--- src/angle_pid_with_wraparound_top_macros.svh ---
// Assertion macros for the angle PID controller.
// Included by the RTL files that carry concurrent assertions; no other dependencies.
`ifndef ANGLE_PID_WITH_WRAPAROUND_TOP_MACROS_SVH
`define ANGLE_PID_WITH_WRAPAROUND_TOP_MACROS_SVH

`ifndef SYNTHESIS
// Checked property, masked while reset is asserted.
`define APID_ASSERT(lbl, clk, rstn, prop, msg) \
    lbl: assert property (@(posedge clk) disable iff (!(rstn)) (prop)) else $error(msg);
// Checked property, evaluated during reset as well.
`define APID_ASSERT_NR(lbl, clk, prop, msg) \
    lbl: assert property (@(posedge clk) (prop)) else $error(msg);
`else
`define APID_ASSERT(lbl, clk, rstn, prop, msg)
`define APID_ASSERT_NR(lbl, clk, prop, msg)
`endif

`endif

--- src/apid_pkg.sv ---
// Shared constants, register codes and types for the angle PID controller.
// No dependencies; used by apid_datapath and angle_pid_with_wraparound_top.
package apid_pkg;

    // Encoder geometry and fixed-point format.
    localparam int COUNTS_PER_TURN = 8192;
    localparam int HALF_TURN       = COUNTS_PER_TURN / 2;
    localparam int FRACTION_BITS   = 8;

    // Field widths.
    localparam int ANGLE_W    = $clog2(COUNTS_PER_TURN);
    localparam int ERR_W      = ANGLE_W + 1;
    localparam int DIFF_W     = ERR_W + 1;
    localparam int GAIN_W     = 16;
    localparam int LIM_W      = 15;
    localparam int DRIVE_W    = 16;
    localparam int PROD_W     = GAIN_W + ERR_W;
    localparam int DPROD_W    = GAIN_W + DIFF_W;
    localparam int INTEG_W    = LIM_W + FRACTION_BITS + 1;
    localparam int RAW_W      = ((PROD_W > INTEG_W) ? PROD_W : INTEG_W) + 1;
    localparam int SUM_W      = DPROD_W + 3;
    localparam int CFG_IDX_W  = 3;
    localparam int CFG_DATA_W = 16;

    // Configuration register indexes.
    typedef enum logic [CFG_IDX_W-1:0] {
        REG_KP           = 3'd0,
        REG_KI           = 3'd1,
        REG_KD           = 3'd2,
        REG_MAX_INTEGRAL = 3'd3,
        REG_OUTPUT_LIMIT = 3'd4
    } t_cfg_reg;

    // Gains and limits as held by the configuration registers.
    typedef struct packed {
        logic signed [GAIN_W-1:0] kp;
        logic signed [GAIN_W-1:0] ki;
        logic signed [GAIN_W-1:0] kd;
        logic [LIM_W-1:0]         max_integral;
        logic [LIM_W-1:0]         output_limit;
    } t_cfg;

    // Loop state carried from one sample to the next.
    typedef struct packed {
        logic signed [ERR_W-1:0]   prev_err;
        logic signed [INTEG_W-1:0] integral;
    } t_pid_state;

    // Outcome of one controller step.
    typedef struct packed {
        logic signed [ERR_W-1:0]   err;
        logic signed [INTEG_W-1:0] integral;
        logic signed [DRIVE_W-1:0] drive;
    } t_pid_res;

endpackage

--- src/angle_pid_with_wraparound_top.sv ---
// Throughput: one sample per cycle while the drive output is not stalled; the input
// register, the combinational PID step (three multipliers and two clamps) and the drive
// register form a two-stage pipe. An accepted sample goes through the PID step into the
// drive register, which holds a stalled result while the next sample waits in the input
// register. Synchronous active-low reset clears gains, limits, error and integral state.
module angle_pid_with_wraparound_top (
    input  logic                                 i_clk,
    input  logic                                 i_rst_n,
    input  logic                                 i_in_valid,
    output logic                                 o_in_ready,
    input  logic [apid_pkg::ANGLE_W-1:0]         i_measured_angle,
    input  logic [apid_pkg::ANGLE_W-1:0]         i_target_angle,
    output logic                                 o_drive_valid,
    input  logic                                 i_drive_ready,
    output logic signed [apid_pkg::DRIVE_W-1:0]  o_drive,
    input  logic                                 i_cfg_valid,
    output logic                                 o_cfg_ready,
    input  logic [apid_pkg::CFG_IDX_W-1:0]       i_cfg_index,
    input  logic [apid_pkg::CFG_DATA_W-1:0]      i_cfg_data
);
    import apid_pkg::*;
    `include "angle_pid_with_wraparound_top_macros.svh"

    t_cfg                      r_cfg;
    t_cfg                      n_cfg;
    t_pid_state                r_state;
    t_pid_state                n_state;
    t_pid_res                  res;
    logic                      r_in_vld;
    logic                      n_in_vld;
    logic [ANGLE_W-1:0]        r_measured;
    logic [ANGLE_W-1:0]        r_target;
    logic                      r_out_vld;
    logic                      n_out_vld;
    logic signed [DRIVE_W-1:0] r_drive;
    logic                      in_accept;
    logic                      advance;

    // Handshake: a stage moves on when the drive register is empty or being drained.
    assign advance     = r_in_vld && (!r_out_vld || i_drive_ready);
    assign o_in_ready  = !r_in_vld || advance;
    assign in_accept   = i_in_valid && o_in_ready;
    assign o_cfg_ready = 1'b1;

    // The PID step itself.
    apid_datapath u_datapath (
        .i_measured_angle (r_measured),
        .i_target_angle   (r_target),
        .i_cfg            (r_cfg),
        .i_state          (r_state),
        .o_res            (res)
    );

    // Next-state logic for control, configuration and loop state.
    always_comb begin
        n_in_vld  = in_accept ? 1'b1 : (advance ? 1'b0 : r_in_vld);
        n_out_vld = advance ? 1'b1 : (i_drive_ready ? 1'b0 : r_out_vld);

        n_state = r_state;
        if (advance) begin
            n_state.prev_err = res.err;
            n_state.integral = res.integral;
        end

        n_cfg = r_cfg;
        if (i_cfg_valid && o_cfg_ready) begin
            case (t_cfg_reg'(i_cfg_index))
                REG_KP:           n_cfg.kp           = $signed(i_cfg_data[GAIN_W-1:0]);
                REG_KI:           n_cfg.ki           = $signed(i_cfg_data[GAIN_W-1:0]);
                REG_KD:           n_cfg.kd           = $signed(i_cfg_data[GAIN_W-1:0]);
                REG_MAX_INTEGRAL: n_cfg.max_integral = i_cfg_data[LIM_W-1:0];
                REG_OUTPUT_LIMIT: n_cfg.output_limit = i_cfg_data[LIM_W-1:0];
                default:          n_cfg              = r_cfg;
            endcase
        end
    end

    // Control and state registers.
    always_ff @(posedge i_clk) begin
        if (!i_rst_n) begin
            r_in_vld  <= 1'b0;
            r_out_vld <= 1'b0;
            r_state   <= '0;
            r_cfg     <= '0;
        end else begin
            r_in_vld  <= n_in_vld;
            r_out_vld <= n_out_vld;
            r_state   <= n_state;
            r_cfg     <= n_cfg;
        end
    end

    // Payload registers.
    always_ff @(posedge i_clk) begin
        if (in_accept) begin
            r_measured <= i_measured_angle;
            r_target   <= i_target_angle;
        end
        if (advance) begin
            r_drive <= res.drive;
        end
    end

    assign o_drive_valid = r_out_vld;
    assign o_drive       = r_drive;

    // Checks on the pipeline and the arithmetic.
    `APID_ASSERT_NR(a_reset_clears, i_clk, !i_rst_n |=> (!r_in_vld && !r_out_vld && r_state == '0), "reset did not clear pipeline and loop state")
    `APID_ASSERT(a_stall_only_when_full, i_clk, i_rst_n, !o_in_ready |-> (r_in_vld && r_out_vld), "input stalled with a free stage")
    `APID_ASSERT(a_err_wrapped, i_clk, i_rst_n, r_in_vld |-> (res.err <= ERR_W'(HALF_TURN) && res.err >= -ERR_W'(HALF_TURN)), "wrapped error outside half a turn")
    `APID_ASSERT(a_integral_clamped, i_clk, i_rst_n, r_in_vld |-> (res.integral <= $signed(INTEG_W'({r_cfg.max_integral, {FRACTION_BITS{1'b0}}})) && res.integral >= -$signed(INTEG_W'({r_cfg.max_integral, {FRACTION_BITS{1'b0}}}))), "integral outside its clamp")
    `APID_ASSERT(a_drive_limited, i_clk, i_rst_n, r_in_vld |-> (res.drive <= $signed(DRIVE_W'(r_cfg.output_limit)) && res.drive >= -$signed(DRIVE_W'(r_cfg.output_limit))), "drive outside output limit")

endmodule

--- src/apid_datapath.sv ---
// Combinational PID step: error wrap, clamped integral, derivative and saturated drive.
// Depends on apid_pkg.
module apid_datapath (
    input  logic [apid_pkg::ANGLE_W-1:0] i_measured_angle,
    input  logic [apid_pkg::ANGLE_W-1:0] i_target_angle,
    input  apid_pkg::t_cfg               i_cfg,
    input  apid_pkg::t_pid_state         i_state,
    output apid_pkg::t_pid_res           o_res
);
    import apid_pkg::*;

    localparam logic signed [DIFF_W-1:0] HALF_S = DIFF_W'(HALF_TURN);
    localparam logic signed [DIFF_W-1:0] TURN_S = DIFF_W'(COUNTS_PER_TURN);

    logic signed [DIFF_W-1:0]  diff_raw;
    logic signed [DIFF_W-1:0]  err_wide;
    logic signed [ERR_W-1:0]   err;
    logic signed [PROD_W-1:0]  prod_i;
    logic signed [PROD_W-1:0]  prod_p;
    logic signed [DIFF_W-1:0]  err_delta;
    logic signed [DPROD_W-1:0] prod_d;
    logic signed [RAW_W-1:0]   integ_raw;
    logic signed [RAW_W-1:0]   integ_lim;
    logic signed [RAW_W-1:0]   integ_clamped;
    logic signed [SUM_W-1:0]   sum;
    logic signed [SUM_W-1:0]   quot;
    logic signed [SUM_W-1:0]   out_lim;
    logic signed [SUM_W-1:0]   quot_clamped;

    // Wrap the angle difference to the short way around the circle.
    always_comb begin
        diff_raw = $signed(DIFF_W'(i_target_angle)) - $signed(DIFF_W'(i_measured_angle));
        if (diff_raw >= HALF_S) begin
            err_wide = diff_raw - TURN_S;
        end else if (diff_raw <= -HALF_S) begin
            err_wide = diff_raw + TURN_S;
        end else begin
            err_wide = diff_raw;
        end
        err = err_wide[ERR_W-1:0];
    end

    // Three independent gain products.
    assign prod_p    = i_cfg.kp * err;
    assign prod_i    = i_cfg.ki * err;
    assign err_delta = DIFF_W'(err) - DIFF_W'(i_state.prev_err);
    assign prod_d    = i_cfg.kd * err_delta;

    // Running integral, clamped to the configured magnitude.
    always_comb begin
        integ_lim = $signed(RAW_W'({i_cfg.max_integral, {FRACTION_BITS{1'b0}}}));
        integ_raw = RAW_W'(i_state.integral) + RAW_W'(prod_i);
        if (integ_raw > integ_lim) begin
            integ_clamped = integ_lim;
        end else if (integ_raw < -integ_lim) begin
            integ_clamped = -integ_lim;
        end else begin
            integ_clamped = integ_raw;
        end
    end

    // Sum of terms, floor to whole units, then saturate.
    always_comb begin
        sum     = SUM_W'(prod_p) + SUM_W'(integ_clamped) + SUM_W'(prod_d);
        quot    = sum >>> FRACTION_BITS;
        out_lim = $signed(SUM_W'(i_cfg.output_limit));
        if (quot > out_lim) begin
            quot_clamped = out_lim;
        end else if (quot < -out_lim) begin
            quot_clamped = -out_lim;
        end else begin
            quot_clamped = quot;
        end
    end

    assign o_res.err      = err;
    assign o_res.integral = integ_clamped[INTEG_W-1:0];
    assign o_res.drive    = quot_clamped[DRIVE_W-1:0];

endmodule

--- config.mk ---
export PLATFORM = sky130hd
export DESIGN_NAME = angle_pid_with_wraparound_top
export DESIGN_NICKNAME = d
export VERILOG_FILES = /design/src/apid_pkg.sv /design/src/angle_pid_with_wraparound_top.sv /design/src/apid_datapath.sv
export VERILOG_INCLUDE_DIRS = /design/src /design/src/src
export SDC_FILE = /design/constraint.sdc
export NUM_CORES = 2
export LEC_CHECK = 0
export BUFFER_PORTS_ARGS = -buffer_cell sky130_fd_sc_hd__buf_2
export CORE_MARGIN = 2
export CORE_UTILIZATION = 39
export DETAILED_ROUTE_END_ITERATION = 16
export GPL_ROUTABILITY_DRIVEN = 0
export HOLD_SLACK_MARGIN = 0.05
export PLACE_DENSITY = 0.59
export SYNTH_ARGS = -nofsm -noshare
export SYNTH_HDL_FRONTEND = slang
export SYNTH_SLANG_ARGS = --single-unit
export TNS_END_PERCENT = 5
--- constraint.sdc ---
create_clock -name i_clk -period 20.2 [get_ports i_clk]
set_input_delay 4.04 -clock i_clk [delete_from_list [all_inputs] [get_ports i_clk]]
set_output_delay 4.04 -clock i_clk [all_outputs]
set_load 0.02 [all_outputs]
Yosys cells after proc, flatten, opt, wreduce, memory -nomap -nowiden
Cells that the tools add are included.

Add/subtract/negate cells: 9. Multipliers: 3. Order comparisons: 6. Eq/ne operators: 4. Multiplexer cells: 10. Reduce and logical (&&, ||, !) cells: 14.

Operator list (number): 31-bit 2-to-1 mux (2); 16-bit by 14-bit multiplier with 30-bit output (2); 26-bit by 34-bit less-than comparator with 1-bit output (1); 15-bit negation with 34-bit output (1); 32-bit by 31-bit adder with 33-bit output (1); 30-bit by 31-bit adder with 32-bit output (1); 24-bit by 30-bit adder with 31-bit output (1); 31-bit by 24-bit greater-than comparator with 1-bit output (1); 31-bit less-than comparator (1); 16-bit by 15-bit multiplier with 31-bit output (1); 23-bit negation with 31-bit output (1); 14-bit 2-to-1 mux (2); 26-bit by 16-bit greater-than comparator with 1-bit output (1); 16-bit 2-to-1 mux (1); 15-bit 2-to-1 mux (1); 14-bit by 14-bit subtractor with 15-bit output (1); 14-bit adder, second input constant (1); 14-bit greater-or-equal comparator, second input constant (1); 14-bit by 13-bit <= comparator with 1-bit output, second input constant (1); 13-bit by 13-bit subtractor with 14-bit output (1); 14-bit subtractor, second input constant (1); 2-bit AND reduction (5); 3-bit by 2-bit == test with 1-bit output, second input constant (2); 1-bit 2-to-1 mux (4); other kinds (7) (11).

Register bits: 160. Bits of input ports: 50. Output and inout port bits: 19. Logic and storage cells: 59.

Logic depth before layout (Yosys ltp)
Depth after elaboration: 14. Depth in mapped cells: 83. Gate-level depth less buffers: 78.

By module
A second synthesis with hierarchy kept.

Cell total of the unflattened synthesis: 4324. Area, all modules: 38619.5 sq um.

By module, submodules not included: apid_datapath (times used 1, cells an instance 3824, area an instance 33213.1 sq um, sequential area each 0.0 sq um); angle_pid_with_wraparound_top (times used 1, cells an instance 500, area an instance 5406.4 sq um, sequential area each 3623.5 sq um).

Worst setup path before layout
No wires, ideal clock.

Path type: flip-flop to flip-flop. Start: reg r_target[0]. End: reg r_drive[13], in the netlist o_drive[13], data pin. Data arrival time: 17.470 ns. Required time: 19.929 ns. Setup slack: 2.459 ns. Cell stages (with the launch flop): 81. Path buffers: 5. Clock period less this slack: 17.741 ns. Cells stage by stage: edfxtp_1 inv_1 ha_1 inv_1 fa_1 a21o_1 a21oi_1 o21ai_0 a21oi_1 o21ai_0 a21oi_1 o211ai_1 xor2_1 a211o_1 o21ai_1 clkbuf_1 nor2_1 fa_1 (+45 left out) nand3_1 a221oi_1 o21bai_1 a21oi_1 xnor2_1 ha_1 o21ai_0 nor2_1 a221oi_1 nand3_1 o211ai_1 a22oi_1 o221a_2 o221ai_1 buf_4 buf_6 mux2i_1 o22ai_1.

RTL lines: from (decl) (RTL line angle_pid_with_wraparound_top.sv:32) `logic [ANGLE_W-1:0] r_target;`; from (signal assigned) (RTL line angle_pid_with_wraparound_top.sv:97) `r_target <= i_target_angle;`; to (signal assigned) (RTL line angle_pid_with_wraparound_top.sv:100) `r_drive <= res.drive;`; to (decl) (RTL line angle_pid_with_wraparound_top.sv:35) `logic signed [DRIVE_W-1:0] r_drive;`.

==> metrics.md <==
| Metric | Value |
|---|---|
| WP data arrival | 19.38 ns |
| CTS Buffer Depth | 2 |
| TritonRoute pass-1 iters | 5 |
| Via density | 5.08 |
| Final instance area | 41,300 µm² |
| Routed wire length | 107,000 µm |
| Die ar. | 102,000 µm² |
| Worst slew pin tran | 1.26 ns |
| # fillers | 9,706 |
| Dpl cell area | 40,500 µm² |
| Core area | 98,600 µm² |
| Number of enable flip-flop cells after synthesis | 42 |
| Post-route setup TNS | 0 ns |
| Die W | 320 µm |
| Crit-path max cell delay | 0.58 ns |
| Register bit total from synthesis | 160 |
| Clock root cell | clkbuf_16 |
| Total Nets Final | 5,520 |
| H-tree depth | 4 |
| CTS buffer count | 17 |
| Synthesized cell area | 38,800 µm² |
| Global-route wire length before repair | 173,000 µm |
| Setup Skew | 0.0204 ns |
| Post-synthesis cell type count | 90 |
| Final Hold Viols | 0 |
| Clock transition at path regs | 0.09 ns |
| Number of placed cells counting well taps | 5,605 |
| Status | finished clean |
| Die H | 320 µm |
| Antenna viol nets, final | 0 |
| Initial core utilization | 39.4% |
| Routed len/inst | 18.9 µm |
| Max-cap violations | 0 |
| # hold bufs at CTS | 0 |
| Overflow after GRT | 0 |
| Final Slew Violations | 0 |
| CTS sink cnt | 160 |
| Crit end category | register |
| Hold WC Path Type | register to register |
| Vias | 28,700 |
| Relative slew margins | 15.7% |
| Layout area overhead | 6.42% |
| Diodes inserted | 0 |
| Final HPWL DP | 89,400 µm |
| Top_reg_cell synth | dfxtp_1 |
| Critical Path Source Type | register |
| Synthesized Nets | 5,559 |
| Most common cell after layout, fill and taps aside | inv_1 |
| Row count | 115 |
| Mapped Cells | 4,383 |
| Most frequent cells in the layout | 1,068 x inv_1, 816 x fa_1, 643 x nand2_1, 310 x ha_1, 178 x a21oi_1 |
| Final setup vio count | 0 |
| WS Path Type | register to register |
| DRC viols | 0 |
| Critical path's top delay family | adder cells |
| CTS tree | built |
| Post-synthesis sequential area ratio | 9.33% |
| Port bufs | 67 |
| Worst skew pair latency | 0.50 ns |
| GRT Total Usage | 21.7% |
| Fmax | 52.2 MHz |
| Average size of a mapped cell | 8.86 µm² |
| Initial antenna violation count | 1 |
| Layout Cells excl Fill | 5,644 |
| Asr flop ratio synth | 0% |
| Most Frequent Cell on Critical Path | fa_1 |
| Vias in the first global route | 30,700 |
| # IOs | 69 |
| WP data required | 20.43 ns |
| Crit path buf inv count | 12 |
| Syn. warnings | 0 |
| Largest net degree at the start of global routing | 81 |
| Minimum clock period | 19.15 ns |
| Final worst-path cycle share | 94.8% |
| Layout cells sized above 1 | 6.06% |
| Worst Path Max Fanout | 29 |
| Worst path slowest cell | or4_1 |
| DRT iter0 DRCs | 1,682 |
==> per-layer routing <==
layer / GRT usage, % / share of wire (%)
met3: 3.12 / 4.8
met4: 5.72 / 2.7
met5: 0 / 0
met1: 28.6 / 44
met2: 37.4 / 49
==> tightest hold or removal path: stages (launching register included) <==
cell and delay (ns):
dfxtp_1 0.32, nand2_1 0.05, a21oi_1 0.05
==> repair_timing <==
item                       4_1_cts  5_1_grt
buffers inserted                 0        6
setup endpoints to repair       16       16
pin swaps                        0        2
gates cloned                     0        1
resized for setup                2       34
==> layout make-up <==
class                   instances  area [µm²]  share of cell area (%)
multi-input cells            2973       30700                    74.3
well taps                    1287        1610                    3.90
repair buffers                120         762                    1.84
clock buffers                  17         425                    1.03
inverters                    1072        4030                    9.74
flip-flops and latches        160        3620                    8.77
clock inverters                15         190                   0.460
==> final timing paths <==
check / startpoint / to / slack (ns) / cells after the start
worst max-delay path: r_target[0] / o_drive[2] / 1.05 / 74
worst min-delay path: r_state[29] / r_state[29] / 0.46 / 2
worst max register to register: r_target[0] / o_drive[2] / 1.05 / 74
worst min register to register: r_state[29] / r_state[29] / 0.46 / 2
==> flip-flops by register name, indices dropped and copies added (netlist names) <==
| signal | cells |
|---|---|
| r_cfg | 78 |
| r_measured | 13 |
| o_drive_valid | 1 |
| r_in_vld | 1 |
| o_drive | 16 |
| r_target | 13 |
| r_state | 38 |
==> synthesized netlist by cell type, types with 8 or more instances <==
cell type | count | area share, %
o2111ai_1 | 9 | 0.20
a211oi_2 | 10 | 0.32
o21a_1 | 17 | 0.33
nand2_1 | 644 | 6.2
and3_1 | 29 | 0.47
nor4_1 | 13 | 0.21
dfxtp_1 | 118 | 6.1
o211ai_1 | 18 | 0.35
and2_1 | 173 | 2.8
a21oi_1 | 182 | 2.3
xnor2_1 | 77 | 1.7
a211oi_1 | 15 | 0.29
nand2b_1 | 42 | 0.68
o21bai_1 | 11 | 0.21
fa_1 | 816 | 42
nand4_1 | 15 | 0.24
a21o_1 | 25 | 0.48
ha_1 | 310 | 10
nor2b_1 | 36 | 0.58
nor3b_1 | 19 | 0.37
buf_2 | 8 | 0.10
a21boi_0 | 8 | 0.15
inv_1 | 1069 | 10
mux2i_1 | 30 | 0.77
a31oi_1 | 10 | 0.16
edfxtp_1 | 42 | 3.2
nand3_1 | 40 | 0.52
o22ai_1 | 13 | 0.21
clkbuf_1 | 157 | 1.5
o21ai_0 | 70 | 0.90
nor2_1 | 117 | 1.1
xor2_1 | 21 | 0.47
or2_2 | 37 | 0.60
nor3_1 | 24 | 0.31
==> cell families after synthesis <==
group	after synthesis	synth area share (%)
xor+xnor	99	2.25
buf+inv	1251	12.3
mux	32	0.837
flops	160	9.33
compound gates	488	8.39
other cells	1	0.00965
fa+ha+maj	1126	52.0
simple gates	1226	14.9
==> per-stage QoR <==
step / utilization (%) / hold slack (ns) / worst slack (ns)
2_1_floorplan: - / 0.436 / 2.46
3_3_place_gp: 41.1 / 0.443 / -0.171
3_5_place_dp: 41.1 / 0.449 / -0.243
4_1_cts: 41.7 / 0.461 / 0.0209
5_1_grt: 41.9 / 0.473 / -0.0237
6_report: 41.9 / 0.460 / 1.05
Power is not shown: default switching activity piles up to over one toggle a cycle in this logic, so the estimate is an artifact.
